`config.mk`:
```
export PLATFORM = sky130hd
export DESIGN_NAME = fpa_post
export DESIGN_NICKNAME = d
export VERILOG_FILES = /design/src/rtl/core/fpa_pkg.sv /design/src/rtl/core/fpa_post.sv
export SDC_FILE = /design/constraint.sdc
export NUM_CORES = 1
export LEC_CHECK = 0
export ABC_AREA = 1
export BUFFER_PORTS_ARGS = -buffer_cell sky130_fd_sc_hd__buf_2
export CAP_MARGIN = 20
export CORE_AREA = 2 2 85 87
export DETAILED_ROUTE_END_ITERATION = 6
export DIE_AREA = 0 0 87 89
export GPL_TIMING_DRIVEN = 0
export PLACE_DENSITY = 0.75
export SYNTH_ARGS = -nofsm -noshare
export SYNTH_HDL_FRONTEND = slang
export SYNTH_SLANG_ARGS = --single-unit
```
`constraint.sdc`:
```
create_clock -name clk -period 2.04 [get_ports clk]
set_clock_uncertainty 0.1 [all_clocks]
set_input_delay 0.102 -clock clk [delete_from_list [all_inputs] [get_ports clk]]
set_output_delay 0.102 -clock clk [all_outputs]
set_load 0.01 [all_outputs]
```
`src/rtl/core/fpa_pkg.sv`:
```
// shared types, op codes and the restoring divide step for the q24.8 arithmetic unit
// no dependencies
package fpa_pkg;

	localparam int FRACTION_BITS = 8;
	localparam int DATA_W        = 32;
	// numerator is |a| shifted left by the fraction bits, padded to an even width
	localparam int NUM_W         = DATA_W + FRACTION_BITS;
	localparam int DIV_STAGES    = (NUM_W + 1) / 2;
	localparam int DIV_W         = 2 * DIV_STAGES;

	localparam logic [3:0] OP_ADD  = 4'd0;
	localparam logic [3:0] OP_SUB  = 4'd1;
	localparam logic [3:0] OP_MUL  = 4'd2;
	localparam logic [3:0] OP_DIV  = 4'd3;
	localparam logic [3:0] OP_MIN  = 4'd4;
	localparam logic [3:0] OP_MAX  = 4'd5;
	localparam logic [3:0] OP_CMP  = 4'd6;
	localparam logic [3:0] OP_INC  = 4'd7;
	localparam logic [3:0] OP_DEC  = 4'd8;
	localparam logic [3:0] OP_FROM = 4'd9;
	localparam logic [3:0] OP_TOI  = 4'd10;

	typedef struct packed {
		logic [3:0]               req_type;
		logic signed [DATA_W-1:0] operand_a;
		logic signed [DATA_W-1:0] operand_b;
	} req_t;

	typedef struct packed {
		logic signed [DATA_W-1:0] result_value;
		logic                     is_equal;
		logic                     is_less;
		logic                     is_greater;
		logic                     divide_by_zero;
	} rsp_t;

	// everything but the divider state, carried alongside it
	typedef struct packed {
		logic [3:0]        op;
		logic [DATA_W-1:0] res;
		logic              eq;
		logic              lt;
		logic              gt;
		logic              dz;
		logic              neg;
	} side_t;

	typedef struct packed {
		logic [DATA_W-1:0] rem;
		logic [DIV_W-1:0]  nq;   // numerator bits shift out at the top, quotient bits in at the bottom
		logic [DATA_W-1:0] den;
	} div_t;

	function automatic div_t div_step(input div_t d);
		div_t          r;
		logic [DATA_W:0] part;
		logic [DATA_W:0] diff;
		begin
			r    = d;
			part = {d.rem, d.nq[DIV_W-1]};
			diff = part - {1'b0, d.den};
			if (part >= {1'b0, d.den}) begin
				r.rem = diff[DATA_W-1:0];
				r.nq  = {d.nq[DIV_W-2:0], 1'b1};
			end else begin
				r.rem = part[DATA_W-1:0];
				r.nq  = {d.nq[DIV_W-2:0], 1'b0};
			end
			return r;
		end
	endfunction

endpackage

```
`src/rtl/core/fpa_post.sv`:
```
// output stage: applies the quotient sign and picks the final result
// depends on fpa_pkg
module fpa_post import fpa_pkg::*; (
	input  logic  clk,
	input  logic  en,
	input  side_t side_in,
	input  div_t  div_in,
	output rsp_t  rsp_s1
);

	logic [DATA_W-1:0] quo;
	rsp_t              rsp_d;

	// only the low bits of the quotient survive the wrap
	assign quo = side_in.neg ? (~div_in.nq[DATA_W-1:0] + 1'b1) : div_in.nq[DATA_W-1:0];

	always_comb begin
		rsp_d.is_equal       = side_in.eq;
		rsp_d.is_less        = side_in.lt;
		rsp_d.is_greater     = side_in.gt;
		rsp_d.divide_by_zero = side_in.dz;
		if (side_in.op == OP_DIV) begin
			rsp_d.result_value = side_in.dz ? '0 : quo;
		end else begin
			rsp_d.result_value = side_in.res;
		end
	end

	always_ff @(posedge clk) begin
		if (en) begin
			rsp_s1 <= rsp_d;
		end
	end

endmodule

```
==> impl_results.md <==
- Final setup viols: 0
- Ratio of cells with drive above 1 in the final layout: about a third
- Sink Count: 36
- Crit path time final: about 1500 ps
- Post-synth net total: roughly 490
- YS warnings: 0
- CTS tree: yes
- Placed insts: roughly 530
- Mapped Cells: 337
- Placed wire-length estimate: between 5 and 6 mm
- Leakage: ~1.7 nW
- Gr ovfl total: 0
- Root Driver: clkbuf_8
- Effective utilization at floorplan: around two fifths
- Post-synth cell types: 30
- Synthesized area: ~2600 sq um
- Slowest stage delay, CP: 540 ps
- MaxCap Viol Count: 0
- DR vias: 2,677
- Design area: 3540 sq um
- Largest registers: rsp_s1: 36 flops
- Max reg flops: 36
- Status: finished, final reports clean
- Initial DRC count: 133
- IO Port Bufs: 110
- Die W: roughly 87 microns
- Crit-path max FO: 10
- Slew headroom: ~45%
- DRC violations left: 0
- Most frequent cells in the layout: 114 x buf_2, 99 x nand2_1, 36 x edfxtp_1
- Register area share after synthesis: about 42%
- Fmax: slightly below 700 MHz
- Cell Count, Final, Fillers Out: around 560
- Post-cts sizing count: 0
- Overall Power: slightly below 0.002 W
- Core area: roughly 6700 sq um
- VDD IR max: between 0.0002 and 0.00025 V
- Clock-pin slew on the worst setup and hold paths: about 80 ps
- Number of CTS-inserted buffers: 5
- CP top delay family: buffers and inverters
- Crit path cell chain: dlygate4sd3_1, buf_2, inv_1, nand2_4, inv_2, buf_2, nand3_1, nand2_1
- CTS H-tree lvls: 2
- Final hold violations: 0
- Routability cong.: between 0.8 and 0.9
- RSZ-0062 raised after global routing: no
- TNS Setup: 0 ps
- ANT cells: 0
- Final ANT Viol Nets: 0
- Hold slack: roughly 12 ps
- Longest Clk Path Bufs: 2
- Syn Area/Cell: approximately 7.6 sq um
- CP most frequent cell: buf_2
- Least-Margin Pin Slew: between 800 and 900 ps
- Setup bufs post-CTS: 0
- Routed len/inst: ~14 microns
- Hold WC Path Type: input port to flip-flop
- #FFs+latches synth: 36
- Die ar.: just under 8000 sq um
- Reg with most FFs: rsp_s1
- Largest net degree at the start of global routing: 37
- Average vias per placed instance: about 4.8
- Crit path buffers/inverters: 5
- Critical Path Sink Type: flip-flop
- Post-route clock period utilization: a little under three quarters
- Cell Rows: 30
- First-pass GRT wire length: around 12 mm
- Worst path arrival time: approximately 1500 ps
- Initial antenna violation count: 0
- CP max-delay cell: dlygate4sd3_1
- Filler instances: 639
- Routed Wire Length: approximately 7.7 mm
- Layout overhead on the synthesized area: 38.2%
- Crit path required time: 2110 ps
- Cell Pwr Density: approximately 560 nW/um^2
- Vias in the first global route: approximately 2,600
- CP startpoint kind: input port
- Max Transition Viols Final: 0
- Critical path class: input port to flip-flop
- Gr usage total: 20.1%
- Die H: about 90 microns
- Nets: 624
- Router iterations before antenna repair: 5
- Post-CTS Hold Buffers: 22
- Most common cell after layout, fill and taps aside: buf_2
- Area post-placement: between 3000 and 4000 sq um
- # IOs: approximately 180
-- power breakdown --
part / internal, W / switching [W] / total, W
logic: 0.000191 / 0.000260 / 0.000451
clock network: 0.000363 / 0.000268 / 0.000631
registers: 0.000886 / 0.0000129 / 0.000899
total: 0.00144 / 0.000541 / 0.00198
-- area by class of cell --
type	count	area, sq um	share of cell area [%]
sequential	36	1080	30.6
buffer	8	57.6	1.63
clock buffer	6	72.6	2.05
multi-input combinational	255	1280	36.1
clock inverter	2	35.0	0.990
timing repair buffer	132	771	21.8
tap	80	100	2.83
inverter	38	145	4.10
-- worst min-delay path, delay by kind of cell --
family                 cells  cell delay, ps
buffers and inverters      1              90
AO/OA/AOI/OAI              1              60
AND/OR/NAND/NOR            1              50
-- final timing paths --
path / from / endpoint / slack (ps) / depth (start not counted)
max: side_in[1] / rsp_s1[29] / 590 / 8
min: side_in[16] / rsp_s1[15] / 10 / 3
-- layer usage --
| metal | part of all wire (%) | GRT usage (%) | wire length, microns | up-vias |
|---|---|---|---|---|
| li1 | - | - | - | 1400 |
| met1 | 47 | 27.6 | 3640 | 1160 |
| met2 | 45 | 32.8 | 3450 | 109 |
| met3 | 6.3 | 3.23 | 481 | 8 |
| met4 | 1.4 | 6.11 | 104 | 0 |
| met5 | 0 | 0 | 0 | - |
-- cells in the mapped netlist, drive strengths merged --
library cell | count | area share [%]
a21oi | 12 | 2.3
a31oi | 1 | 0.24
and3 | 2 | 0.54
buf | 7 | 2.1
clkbuf | 1 | 0.15
edfxtp | 36 | 42
ha | 1 | 0.49
inv | 38 | 5.7
nand2 | 112 | 18
nand3 | 37 | 8.6
nand3b | 1 | 0.29
nand4 | 9 | 2.2
nor2 | 39 | 7.4
nor3 | 3 | 0.59
o21ai | 36 | 8.1
o31ai | 1 | 0.29
xor2 | 1 | 0.34
-- metrics by stage --
stage / worst slack, ps / util (%)
floorplan: 656 / -
global placement: 378 / 47.8
detailed placement: 356 / 47.8
CTS: 577 / 52.7
global route: 482 / 52.7
finish: 586 / 52.7
-- cell families (layout without fill, tap and decap cells) --
group	Yosys count	in the layout	synth area share [%]
buffers and inverters	46	186	7.92
DFF	36	36	42.2
xor gates and xnor gates	1	1	0.342
adders and majority gates	1	1	0.489
and+or+nand+nor	203	203	38.1
AOI/OAI and AO/OA	50	50	10.9
No activity file was read; power rests on OpenSTA's default activity.
