--- config.mk ---
export PLATFORM = sky130hd
export DESIGN_NAME = fpa_prep
export DESIGN_NICKNAME = d
export VERILOG_FILES = /design/src/rtl/core/fpa_pkg.sv /design/src/rtl/core/fpa_prep.sv
export SDC_FILE = /design/constraint.sdc
export NUM_CORES = 2
export LEC_CHECK = 0
export BUFFER_PORTS_ARGS = -buffer_cell sky130_fd_sc_hd__buf_2
export CORE_MARGIN = 2
export CORE_UTILIZATION = 50
export CTS_BUF_LIST = sky130_fd_sc_hd__clkbuf_4 sky130_fd_sc_hd__clkbuf_8
export DETAILED_ROUTE_END_ITERATION = 16
export PLACE_DENSITY_LB_ADDON = 0.12
export SLEW_MARGIN = 20
export SYNTH_ARGS = -nofsm -noshare
export SYNTH_HDL_FRONTEND = slang
export SYNTH_SLANG_ARGS = --single-unit
--- constraint.sdc ---
create_clock -name clk -period 11.7 [get_ports clk]
set_input_delay 2.34 -clock clk [delete_from_list [all_inputs] [get_ports clk]]
set_output_delay 2.34 -clock clk [all_outputs]
set_load 0.005 [all_outputs]
--- src/rtl/core/fpa_pkg.sv ---
// shared types, op codes and the restoring divide step for the q24.8 arithmetic unit
// no dependencies
package fpa_pkg;

	localparam int FRACTION_BITS = 8;
	localparam int DATA_W        = 32;
	// numerator is |a| shifted left by the fraction bits, padded to an even width
	localparam int NUM_W         = DATA_W + FRACTION_BITS;
	localparam int DIV_STAGES    = (NUM_W + 1) / 2;
	localparam int DIV_W         = 2 * DIV_STAGES;

	localparam logic [3:0] OP_ADD  = 4'd0;
	localparam logic [3:0] OP_SUB  = 4'd1;
	localparam logic [3:0] OP_MUL  = 4'd2;
	localparam logic [3:0] OP_DIV  = 4'd3;
	localparam logic [3:0] OP_MIN  = 4'd4;
	localparam logic [3:0] OP_MAX  = 4'd5;
	localparam logic [3:0] OP_CMP  = 4'd6;
	localparam logic [3:0] OP_INC  = 4'd7;
	localparam logic [3:0] OP_DEC  = 4'd8;
	localparam logic [3:0] OP_FROM = 4'd9;
	localparam logic [3:0] OP_TOI  = 4'd10;

	typedef struct packed {
		logic [3:0]               req_type;
		logic signed [DATA_W-1:0] operand_a;
		logic signed [DATA_W-1:0] operand_b;
	} req_t;

	typedef struct packed {
		logic signed [DATA_W-1:0] result_value;
		logic                     is_equal;
		logic                     is_less;
		logic                     is_greater;
		logic                     divide_by_zero;
	} rsp_t;

	// everything but the divider state, carried alongside it
	typedef struct packed {
		logic [3:0]        op;
		logic [DATA_W-1:0] res;
		logic              eq;
		logic              lt;
		logic              gt;
		logic              dz;
		logic              neg;
	} side_t;

	typedef struct packed {
		logic [DATA_W-1:0] rem;
		logic [DIV_W-1:0]  nq;   // numerator bits shift out at the top, quotient bits in at the bottom
		logic [DATA_W-1:0] den;
	} div_t;

	function automatic div_t div_step(input div_t d);
		div_t          r;
		logic [DATA_W:0] part;
		logic [DATA_W:0] diff;
		begin
			r    = d;
			part = {d.rem, d.nq[DIV_W-1]};
			diff = part - {1'b0, d.den};
			if (part >= {1'b0, d.den}) begin
				r.rem = diff[DATA_W-1:0];
				r.nq  = {d.nq[DIV_W-2:0], 1'b1};
			end else begin
				r.rem = part[DATA_W-1:0];
				r.nq  = {d.nq[DIV_W-2:0], 1'b0};
			end
			return r;
		end
	endfunction

endpackage

--- src/rtl/core/fpa_prep.sv ---
// operand stage: multiplier, simple operations, flags and divider set-up
// depends on fpa_pkg
module fpa_prep import fpa_pkg::*; (
	input  logic  clk,
	input  logic  en,
	input  req_t  req_s1,
	output side_t side_s2,
	output div_t  div_s2
);

	logic signed [2*DATA_W-1:0] prod;
	logic [DATA_W-1:0]          a_u;
	logic [DATA_W-1:0]          b_u;
	logic [DATA_W-1:0]          abs_a;
	logic [DATA_W-1:0]          abs_b;
	logic                       lt;
	logic                       gt;
	logic                       eq;
	side_t                      side_d;
	div_t                       div_d;

	assign a_u   = req_s1.operand_a;
	assign b_u   = req_s1.operand_b;
	assign prod  = req_s1.operand_a * req_s1.operand_b;
	assign abs_a = a_u[DATA_W-1] ? (~a_u + 1'b1) : a_u;
	assign abs_b = b_u[DATA_W-1] ? (~b_u + 1'b1) : b_u;
	assign lt    = req_s1.operand_a < req_s1.operand_b;
	assign gt    = req_s1.operand_a > req_s1.operand_b;
	assign eq    = a_u == b_u;

	always_comb begin
		side_d     = '0;
		side_d.op  = req_s1.req_type;
		side_d.neg = a_u[DATA_W-1] ^ b_u[DATA_W-1];
		case (req_s1.req_type)
			OP_ADD:  side_d.res = a_u + b_u;
			OP_SUB:  side_d.res = a_u - b_u;
			OP_MUL:  side_d.res = prod[FRACTION_BITS +: DATA_W];
			OP_DIV:  side_d.dz  = (b_u == '0);
			OP_MIN:  side_d.res = lt ? a_u : b_u;
			OP_MAX:  side_d.res = gt ? a_u : b_u;
			OP_CMP: begin
				side_d.eq = eq;
				side_d.lt = lt;
				side_d.gt = gt;
			end
			OP_INC:  side_d.res = a_u + 1'b1;
			OP_DEC:  side_d.res = a_u - 1'b1;
			OP_FROM: side_d.res = a_u << FRACTION_BITS;
			OP_TOI:  side_d.res = DATA_W'(req_s1.operand_a >>> FRACTION_BITS);
			default: side_d.res = '0;
		endcase
		div_d     = '0;
		div_d.nq  = {{(DIV_W-DATA_W){1'b0}}, abs_a} << FRACTION_BITS;
		div_d.den = abs_b;
	end

	always_ff @(posedge clk) begin
		if (en) begin
			side_s2 <= side_d;
			div_s2  <= div_d;
		end
	end

endmodule

==> metrics <==
Seq/Total Area, Yosys 9.45%; critical path class in2reg; Synth top cells by count inv_1, fa_1, and2_1, nand2_1, ha_1; dominant cell type by area after synthesis fa_1; final setup TNS 0 ps; Initial Util 50.6%; DR pass1 iterations 7; Die Y 262 um; largest family of logic cells by synthesized area adder cells; first-pass GRT wire length 177000 um; Hold Fails Final Rpt 0; RSZ-0062 raised after global routing no; largest net degree at the start of global routing 62; Buf+Inv Stages, Crit Path 6; Final Max Tran Viols 0; clock sink count 105; Worst path slowest cell buf_2; WP data required 11890 ps; largest cells by area after synthesis fa_1, edfxtp_1, ha_1; post-synthesis simple-gate area fraction 17.2%; core area 65900 sq um; Rel. slew slack 25.2%; Yosys cell types 84; Final period util 87.3%; DRC viols 0; total wire length 116000 um; clock-pin slew of the registers on the worst-case setup and hold paths 110 ps; FF+latch count, synth 105; ys flop type edfxtp_1; Layout area overhead 4.78%; antenna violations before repair 11; CP peak stage delay 710 ps; Synth Area in XOR/XNOR 5.61%; Arrival @ worst endpoint 10400 ps; cell mode on critical path fa_1; CTS tree done; Layout Cells excl Fill 4597; Root Driver clkbuf_8; yosys warns 0; post-layout min period 10210 ps; count leader, synth inv_1; Total Routing Usage GR 34.3%; DRT antenna net count 0; worst min-delay path class in2reg; count of buffers from port buffering 174; status finished clean; adder-cell area share of the yosys netlist 47.6%; max-cap viol count 0; post_cts resized 0; Die W 262 um; Detail Placement HPWL 87700 um; Setup Fix Bufs, Post-CTS 0; startpoint types input port; Vias 26684; max frequency 97.9 MHz; top cell type's share of synthesized area 38.6%; vias per cell 5.80; NumNets Final 4672; Hold-fix buffers, CTS 0; Netlist Area Pre-Place 33400 sq um; Starting DRT DRC Count 2552; Die Outline Area 68800 sq um; CTS buffer count 9; Worst setup EP type flop; row count 94; compound-cell area share of the yosys netlist 8.36%; Syn Inst Count 3702; CTS HTree Levels 3; Tightest Pin Transition 1120 ps; Ports 215; post-DR wirelength/cell 25.2 um; Synth async-reset ratio 0%; Max FO, Critical Path 30; Clock Tree Buf Depth 2; final setup vio count 0; Post-synth EDFFs 105; post-synthesis mux area share 0.439%; layout cells sized above 1 7.47%; Worst path top cell family by delay adder cells; Avg Inst Size Synth 9.01 sq um; number of global-route vias before repair 28043; Placed Cells 4572; Routability Congestion 1.00; GRT overflow 0
## cells by family (layout without fill, tap and decap cells)
logic type,Yosys count,in the layout
other,1,49
muxes,14,14
and+or+nand+nor,1115,1115
xor gates and xnor gates,212,212
DFF,105,105
buffers and inverters,965,948
adders and majority gates,883,883
AOI/OAI and AO/OA,407,407
## state kept, by name, indices dropped and copies added, names as in the netlist
name     cells
div_s2      64
side_s2     41
## metrics by stage
| stage | hold WS [ps] | utilization [%] | setup WS (ps) | instance area [sq um] |
|---|---|---|---|---|
| 2_1_floorplan | 2440 | - | 2040 | 33500 |
| 3_3_place_gp | 2660 | 52.7 | 1200 | 34700 |
| 3_5_place_dp | 2650 | 52.7 | 1140 | 34700 |
| 4_1_cts | 2210 | 53.0 | 1580 | 34900 |
| 5_1_grt | 2220 | 53.1 | 1170 | 34900 |
| 6_report | 2220 | 53.1 | 1490 | 35000 |
## routing by layer
layer	routed length, um	vias to the layer above	track usage (%)
met3	9520	357	5.50
met5	8	-	0
met1	43600	13586	42.9
li1	-	11422	-
met2	55700	1317	57.5
met4	7180	2	17.5
## cells in the final DEF, fill, tap and decap left out, types with 9 or more instances in the layout
master      n
o21a_1     14
nor3_1     38
or3_1      12
a222oi_1   16
a221o_1    14
clkbuf_8    9
a31oi_1    14
edfxtp_1  105
fa_1      644
o211ai_1   13
nand3_1    32
inv_1     703
a21o_1     32
buf_2     173
a211oi_1   13
o221ai_1    9
nor2_1    120
xnor2_1   167
conb_1     40
and3_1     12
diode_2     9
nand2b_1   24
a21oi_1    80
xor2_1     44
nand4_1    22
nor2b_1    14
mux2i_1     9
ha_1      239
o21ai_0   106
o31ai_1    11
buf_4      53
and2_1    403
a221oi_1   16
nand2_1   390
## area by class of cell
class | instances | area [sq um]
sequential | 105 | 3150
fill | 6283 | 30900
clock inverter | 6 | 63.8
clock buffer | 10 | 131
tap | 864 | 1080
inverter | 706 | 2650
timing repair buffer | 226 | 1260
antenna | 9 | 22.5
multi-input combinational | 2671 | 26600
## path summary, 6_finish.rpt
check / start / to / slack [ps] / cells past startpoint
max: req_s1[13] / side_s2[33] / 1490 / 26
min: req_s1[67] / side_s2[40] / 2220 / 1
Power is not shown: default switching activity piles up to over one toggle a cycle in this logic, so the estimate is an artifact.
