## src/rtl/core/fpa_pkg.sv

```systemverilog
// shared types, op codes and the restoring divide step for the q24.8 arithmetic unit
// no dependencies
package fpa_pkg;

	localparam int FRACTION_BITS = 8;
	localparam int DATA_W        = 32;
	// numerator is |a| shifted left by the fraction bits, padded to an even width
	localparam int NUM_W         = DATA_W + FRACTION_BITS;
	localparam int DIV_STAGES    = (NUM_W + 1) / 2;
	localparam int DIV_W         = 2 * DIV_STAGES;

	localparam logic [3:0] OP_ADD  = 4'd0;
	localparam logic [3:0] OP_SUB  = 4'd1;
	localparam logic [3:0] OP_MUL  = 4'd2;
	localparam logic [3:0] OP_DIV  = 4'd3;
	localparam logic [3:0] OP_MIN  = 4'd4;
	localparam logic [3:0] OP_MAX  = 4'd5;
	localparam logic [3:0] OP_CMP  = 4'd6;
	localparam logic [3:0] OP_INC  = 4'd7;
	localparam logic [3:0] OP_DEC  = 4'd8;
	localparam logic [3:0] OP_FROM = 4'd9;
	localparam logic [3:0] OP_TOI  = 4'd10;

	typedef struct packed {
		logic [3:0]               req_type;
		logic signed [DATA_W-1:0] operand_a;
		logic signed [DATA_W-1:0] operand_b;
	} req_t;

	typedef struct packed {
		logic signed [DATA_W-1:0] result_value;
		logic                     is_equal;
		logic                     is_less;
		logic                     is_greater;
		logic                     divide_by_zero;
	} rsp_t;

	// everything but the divider state, carried alongside it
	typedef struct packed {
		logic [3:0]        op;
		logic [DATA_W-1:0] res;
		logic              eq;
		logic              lt;
		logic              gt;
		logic              dz;
		logic              neg;
	} side_t;

	typedef struct packed {
		logic [DATA_W-1:0] rem;
		logic [DIV_W-1:0]  nq;   // numerator bits shift out at the top, quotient bits in at the bottom
		logic [DATA_W-1:0] den;
	} div_t;

	function automatic div_t div_step(input div_t d);
		div_t          r;
		logic [DATA_W:0] part;
		logic [DATA_W:0] diff;
		begin
			r    = d;
			part = {d.rem, d.nq[DIV_W-1]};
			diff = part - {1'b0, d.den};
			if (part >= {1'b0, d.den}) begin
				r.rem = diff[DATA_W-1:0];
				r.nq  = {d.nq[DIV_W-2:0], 1'b1};
			end else begin
				r.rem = part[DATA_W-1:0];
				r.nq  = {d.nq[DIV_W-2:0], 1'b0};
			end
			return r;
		end
	endfunction

endpackage

```

## src/rtl/core/fpa_div_stage.sv

```systemverilog
// one divider stage: two restoring steps, side data passed along
// depends on fpa_pkg
module fpa_div_stage import fpa_pkg::*; (
	input  logic  clk,
	input  logic  en,
	input  side_t side_in,
	input  div_t  div_in,
	output side_t side_s1,
	output div_t  div_s1
);

	div_t step1;
	div_t step2;

	assign step1 = div_step(div_in);
	assign step2 = div_step(step1);

	always_ff @(posedge clk) begin
		if (en) begin
			side_s1 <= side_in;
			div_s1  <= step2;
		end
	end

endmodule

```

## config.mk

```make
export PLATFORM = sky130hd
export DESIGN_NAME = fpa_div_stage
export DESIGN_NICKNAME = d
export VERILOG_FILES = /design/src/rtl/core/fpa_pkg.sv /design/src/rtl/core/fpa_div_stage.sv
export SDC_FILE = /design/constraint.sdc
export NUM_CORES = 1
export LEC_CHECK = 0
export ABC_AREA = 1
export BUFFER_PORTS_ARGS = -buffer_cell sky130_fd_sc_hd__buf_2
export CORE_ASPECT_RATIO = 1.25
export CORE_MARGIN = 2
export CORE_UTILIZATION = 48
export CTS_CLUSTER_DIAMETER = 80
export CTS_CLUSTER_SIZE = 8
export DETAILED_ROUTE_END_ITERATION = 6
export GPL_TIMING_DRIVEN = 0
export HOLD_SLACK_MARGIN = 0.1
export PLACE_DENSITY = 0.75
export SLEW_MARGIN = 5
export SYNTH_ARGS = -nofsm -noshare
export SYNTH_HDL_FRONTEND = slang
export SYNTH_SLANG_ARGS = --single-unit
export TNS_END_PERCENT = 10
```

## constraint.sdc

```tcl
create_clock -name clk -period 9.8 [get_ports clk]
set_input_delay 0.49 -clock clk [delete_from_list [all_inputs] [get_ports clk]]
set_output_delay 0.49 -clock clk [all_outputs]
set_load 0.05 [all_outputs]
```

==> reports/results.txt, run 1 <==
The post-CTS setup buffer count is 0. The post-detailed-placement half-perimeter wirelength was 28,920 um. Of the post-synthesis cell area, the part taken by muxes is 0%.

In this run the cell area measured after placement is 11,830 um2. Once layout is complete, the cells apart from fillers number 1,881. The run gives 0 as the number of cells upsized or downsized after cts.

In this design, the critical path's most frequently occurring cell is nand2_1. Summing every instance area after synthesis gives 10000 um2. The congestion estimate from routability-driven global placement came to 0.9817.

For the total overflow reported by the global router, the log shows 0. The mean instance size in the synthesized netlist works out to 7.806 um2. The register clock-pin slew on the reported worst setup and hold paths works out to 0.07 ns. 292 I/O pins were placed. Setup repair after global routing left no endpoint under its margin. The number of antenna violations at the first check in global routing was 2. The tools report the element type at the critical path end as a flip-flop.

The logs give 20,600 um2 for the area of the core and 1,281 for the synthesized instance count. The slowest stage of the critical path belongs to the cell clkbuf_1. The fraction of the mapped netlist area in adder cells was 8.408%. The share of total power dissipated in the clock network is 24.2%.

Initial cell density of the core: 48.55%. The number of CTS-inserted buffers is 17, and the arrival time at the worst endpoint is 4.97 ns. The worst-case IR drop observed on VDD is 0.0001199 V. In this run, flip-flops and latches consume 31.9% of the power.

Synthesis instantiated 36 different standard cells from the library. For this run, the detailed router's first-pass iteration total came to 5. Cells with a size suffix above 1 make up 22.06% of the layout. Combinational family with the most area after synthesis: simple AND/OR/NAND/NOR gates. The run gives 0 ns as the post-route setup TNS. Summed over all layers, the routed wires come to 34,170 um. Summing all non-filler instances in the final layout gives an area of 12,390 um2.

The routed length per placed instance is 18.17 um. STA puts the critical path data required time at 9.95 ns. The fraction of the cycle the final worst path needs was 49.14%; the maximum operating frequency was 207.7 MHz.

In this run switching power makes up 43.67% of total power. The final net count came out at 1,805. The worst hold path belongs to the class in2reg.

For the site row count, the log shows 59. When the netlist entered floorplanning its net count stood at 1,494. Across the run, the number of max-cap violations was 0. The shortest clock period the worst path allows after layout was 4.815 ns. The total power per unit cell area is 204.3 nW/um2.

The category of the critical setup timing path was in2reg. The first global-routing pass estimated 49,710 um of wire. Cell count after placement: 1,847.

The run finished with clean final reports. The tools report the critical path startpoint category as a primary input. The H-tree generated during clock tree synthesis spans 4 levels. At the pin with the least slew margin, the transition time is 0.5322 ns.

The number of port buffers is 291, and the cell count of the worst hold path is 1. In this run the remaining antenna-violating nets after routing total 0. The largest net degree at the start of global routing was 104; the setup-violating endpoint count in the final report was 0. The area fraction in and, or, nand and nor cells after synthesis is 29.17%. The most instantiated flip-flop cell in the synthesis netlist was edfxtp_1. The number of warnings issued by yosys is 0, and the compound-cell area share of the yosys netlist is 5.931%.

The total count of max-transition violations in the final report is 0, and the aggregate global-route resource usage is 30.48%. Cells fill 60.15% of the core in the end. For this run, the register share of the synthesized area comes to 43.54%. In this run the vertical extent of the chip is 165.4 um. Summed over all cells, the static leakage comes to 6.468 nW. TritonCTS built the clock tree. The horizontal die dimension was 133.1 um; the number of buffers added to fix hold violations after cts was 0. For this block, the via count after detailed routing is 9,626. The final hold violation count was 0; the area of the die was 22,010 um2. The count of flip-flops with a built-in enable after synthesis was 145; the signed area change from the synthesized netlist to the final layout was 23.90%. The multi-input combinational cells in the finished layout cover a total of 4718 um2. The post-synthesis xor/xnor area fraction works out to 3.679%. Power comes to 2.531 mW. Counting along the longest clock path gives a buffer depth of 2.

The run gives 43.9% as the part of the power in combinational logic. Dividing the detail-routed via count by the number of cells gives 5.117. The first routing iteration left 594 violations.

In this run the tightest slew margin relative to its limit is 64.19%. Counting flops with an async set or reset pin after synthesis yields a share of 0%. The number of global-route vias before repair is 9,031, and the power dissipated by switching net loads is 1.105 mW. The tools report the clock root buffer as clkbuf_16. The post-detailed-route DRC marker count was 0; the count of clock tree sinks was 145. The largest single stage delay on the critical path is 0.47 ns. Across the whole layout, storage elements account for 4354 um2. The filler cell count in the final layout was 1,936; the internal power contribution was 1.426 mW.

Highest fanout seen on the critical path: 10. The synthesized design contains 145 register bits.
==> layer usage <==
| metal | wire [um] | track usage [%] | vias up |
|---|---|---|---|
| met5 | 0 | 0 | - |
| met1 | 13000 | 33.80 | 4392 |
| met2 | 17790 | 57.58 | 345 |
| met4 | 1440 | 14.26 | 0 |
| li1 | - | - | 4822 |
| met3 | 1941 | 4.426 | 67 |
==> registers in the layout (all words and copies together), names as in the netlist <==
signal / cells
div_s1: 104
side_s1: 41
==> kinds of logic after synthesis <==
kind of cell / Yosys count
buf+inv: 234
simple gates: 689
compound gates: 105
flops: 145
fa+ha+maj: 66
xor+xnor: 42
==> worst paths after layout <==
check                        from               endpoint  slack (ns)
worst max-delay path   div_in[21]   div_s1[87]$_DFFE_PP_        4.98
worst min-delay path  side_in[30]  side_s1[30]$_DFFE_PP_        0.24
==> cells in the mapped netlist (3+ instances only) <==
cell type    n  area share, %
buf_4        3           0.23
nand4_1     51            3.2
nand3b_1     6           0.45
inv_1      209            7.8
xor2_1      26            2.3
nand3_1     77            3.9
and2_1       7           0.44
edfxtp_1   145             44
o211ai_1     4           0.30
clkbuf_1     4           0.15
a31oi_1      5           0.31
o21ai_0     25            1.3
nand2_1    451             17
buf_6        3           0.34
xnor2_1     16            1.4
nor3_1       3           0.15
o21bai_1     6           0.45
ha_1        64            8.0
inv_2        3           0.11
a21o_1      11           0.83
buf_2       11           0.55
nor2_1      83            3.1
a21oi_1     51            2.6
==> placed cells by master, fill, tap and decap left out, types with 2 or more instances in the layout <==
master / n
edfxtp_1: 145
inv_6: 5
buf_4: 3
nand4_1: 51
inv_8: 3
buf_6: 4
and2_1: 7
nand3b_1: 6
nand3_1: 77
nand2_1: 451
xor2_1: 26
fa_1: 2
clkinvlp_4: 3
nor2_1: 83
a21oi_1: 51
inv_2: 3
diode_2: 2
inv_1: 209
o21bai_1: 6
a21o_1: 11
o21ai_0: 25
clkbuf_1: 5
o211ai_1: 4
a31oi_1: 5
clkinv_2: 2
buf_2: 301
ha_1: 64
xnor2_1: 16
nor4_1: 2
nand3_4: 2
nor3_1: 3
clkinv_4: 2
clkbuf_16: 17
nor2_2: 2
==> power groups by stage <==
stage               clock network (mW)  registers [mW]  logic [mW]
floorplan                            0            1.12       0.494
global placement                     0           0.822        1.09
CTS                              0.622           0.809        1.10
finish                           0.613           0.808        1.11
global route                     0.648           0.817        1.20
detailed placement                   0           0.822        1.10
==> critical path: cells and delay by family <==
kind	cells	cell delay, ns
simple gates	15	1.98
compound gates	4	0.92
buf+inv	4	0.83
fa+ha+maj	2	0.73
==> final cells by class <==
type	instances	share of cell area, %
Multi-Input combinational cell	902	38.08
Tap cell	274	2.767
Clock inverter	14	0.9897
Antenna cell	2	0.04040
Clock buffer	18	3.464
Timing Repair Buffer	292	12.03
Buffer	21	1.020
Inverter	213	6.463
Sequential cell	145	35.14
==> per-stage QoR <==
step / hold WS [ns] / setup WS [ns]
2_1_floorplan: 0.5889 / 6.035
3_3_place_gp: 0.6668 / 4.613
3_5_place_dp: 0.6682 / 4.597
4_1_cts: 0.2187 / 5.027
5_1_grt: 0.2178 / 4.656
6_report: 0.2379 / 4.985
(Power assumes the default switching activity.)
==> run 2, diff against run 1 <==
Settings changed: PLACE_DENSITY 0.75 to 0.78.
Clock period 9.8 ns to 4.2 ns, I/O delays scaled along.
==> run 2 against run 1 <==
Net effect:
- cell area is 10% higher
- die area is the same
- cell count up 6.0%
- worst setup slack lost 4.8 ns
- routed wire length rose by 10%
- critical path type unchanged
- largest power group unchanged
- sequential share of layout area down 3.3 points
- via count increased by 8.8%
- hold slack lost 0.10 ns
==> reports/results.txt, run 2 (synthesis gave the netlist of run 1 again) <==
The flow ran to the end, and the final reports show no timing, DRC or antenna violations. The initial DRC count was 872; the final net count was 1,919. The tools report the antenna violation net count after detailed routing as 0. For the area of the multi-input gates, the log shows 4825 um2. The element type at the critical path end was a flip-flop. The routed length per placed instance came out at 18.90 um. The register with the most flip-flops in the layout has 104 of them.

The tools report the total count of max-transition violations in the final report as 0. The leading cell type in the layout, fill and taps excluded is nand2_1. TritonCTS built the clock tree. The floorplan has 59 rows. Entering global routing, the biggest net connects 102 pins.

The tools report the leakage power summed over all cells as 6.986 nW. The post-detailed-placement half-perimeter wirelength is 27,960 um, and the number of CTS-inserted buffers is 17. Registers take 4354 um2. In the final layout, the registers with the most flip-flops are div_s1 (104), side_s1 (41). After the flow finishes, the layout carries non-filler instances totaling 1,993. Aggregate global-route resource usage: 33.54%. The cell count after placement came out at 1,847.

VDD sags by at most 0.0003103 V. The critical path startpoint category is a primary input. The number of port buffers is 291, and the cell area reported after detailed placement is 11,830 um2. Of the cells placed in the final design, the portion with a size suffix greater than 1 is 22.53%. The combined buffer and inverter count along the critical path is 6, and the remaining max-slew budget at the tightest pin is 65.92%.

The H-tree generated during clock tree synthesis spans 4 levels. Counting buffers and inverters, the worst setup path is 23 cells deep. In this run the count of I/O pins placed on the die edge is 292.

For the total overflow reported by the global router, the log shows 0. The final route contains 10,471 vias. The final hold violation count was 0. For the routability congestion estimate from global placement, the log shows 1.011. Count of maximum capacitance violations: 0. Area of the die: 22,010 um2. The worst hold path passes through 3 cells. The highest fanout seen on the critical path came out at 10. The critical path goes through dlygate4sd3_1 -> buf_2 -> inv_1 -> ha_1 -> inv_1 -> nor4_2 -> nand2_2 -> nand2_4 -> buf_4 -> nand2_1 -> nand2_1 -> ha_2 -> nand2_1 -> nand2_1 -> a31oi_2 -> o21ai_0 -> a21oi_1 -> nand2_2 -> nand2_4 -> nand3_4 -> buf_6 -> nand2_1 -> nand2_1. The fraction of the cycle the final worst path needs is 96.53%, and the shortest clock period the worst path allows after layout is 4.054 ns.

The number of antenna violations at the first check in global routing is 1, and the die height is 165.4 um. Power comes to 6.228 mW. In the layout the commonest cells are nand2_1 (447), buf_2 (300), inv_1 (209). Final hold analysis gives a worst-case slack of 0.1373 ns. The clock passes through at most 2 buffers.

For this run, the top clock speed supported by timing is 246.7 MHz. The layout has 1,735 filler cells. The clock net in this run drives a total of 145 sinks. The overall routed net length came out at 37,660 um. The category of the critical setup timing path was in2reg. Cell with the biggest individual delay on the critical path: dlygate4sd3_1.

Cells fill 66.45% of the core in the end. For the worst setup path, the data required time is 4.37 ns. For the post-detailed-route DRC marker count, the log shows 0. The path class of the tightest hold or removal check is in2reg.

Before antenna repair, the detailed router went through 5 iterations. Register name with the most flops: div_s1. The first global-routing pass estimated 55,340 um of wire.

The tools report the clock root buffer as clkbuf_16. The worst setup path startpoint is div_in[31]. The cell type group with the largest total delay on the critical path was simple AND/OR/NAND/NOR gates. The initial cell density of the core is 48.55%, and the total power per unit cell area is 455.1 nW/um2. The final design area excluding fillers is 13,690 um2, and the horizontal die dimension is 133.1 um. The most repeated library cell on the critical path was nand2_1. After clock tree synthesis, the clock-pin slew on the worst setup and hold paths is 0.08 ns.

Relative to the synthesized area, the layout overhead comes to 36.86%. For the worst setup path, the data arrival time is 4.22 ns. The average via count per standard cell works out to 5.254. The number of global-route vias before repair was 10,174; the setup-violating endpoint count in the final report was 0. The largest stage delay on the critical path works out to 0.54 ns. The startpoint identified for the worst hold timing path is div_in[70]. The floorplan step defined a core boundary enclosing 20,600 um2. Slew at the pin with the worst max-slew slack: 0.5112 ns.
## run 2: cell type report
| class | count | area share (%) |
|---|---|---|
| antenna | 1 | 0.01828 |
| buffer | 21 | 1.033 |
| clock buffer | 17 | 3.108 |
| clock inverter | 14 | 1.243 |
| inverter | 213 | 5.851 |
| multi-input combinational | 902 | 35.25 |
| sequential | 145 | 31.82 |
| tap | 274 | 2.505 |
| timing repair buffer | 406 | 19.17 |
## run 2: final timing paths
kind | slack, ns | endpoint
hold / removal | 0.14 | div_s1[72]$_DFFE_PP_
setup / recovery | 0.15 | div_s1[97]$_DFFE_PP_
## run 2: metrics by stage
stage | worst slack (ns) | setup TNS, ns
2_1_floorplan | 0.7148 | 0
6_report | 0.1458 | 0
3_5_place_dp | -0.5657 | -16.66
4_1_cts | 0.07122 | 0
3_3_place_gp | -0.6390 | -19.21
5_1_grt | -0.04606 | -0.3385
## run 2: power by group
group	switching [mW]	leakage (nW)	internal, mW
combinational	1.94	5.28	0.790
clock	0.698	0.288	0.896
sequential	0.0564	1.42	1.85
## run 2: repair_timing
action / CTS / global route
hold buffers: 111 / 0
gates resized for setup: 5 / 30
hold endpoints to repair: 111 / 0
setup endpoints to repair: 29 / 33
pin swaps: 0 / 4
buffers inserted: 0 / 3
## run 2: routing by layer
| layer | GRT usage (%) | part of all wire, % |
|---|---|---|
| met1 | 36.77 | 37 |
| met5 | 0 | 0 |
| met2 | 62.51 | 51 |
| met3 | 5.372 | 6.9 |
| met4 | 17.75 | 5.2 |
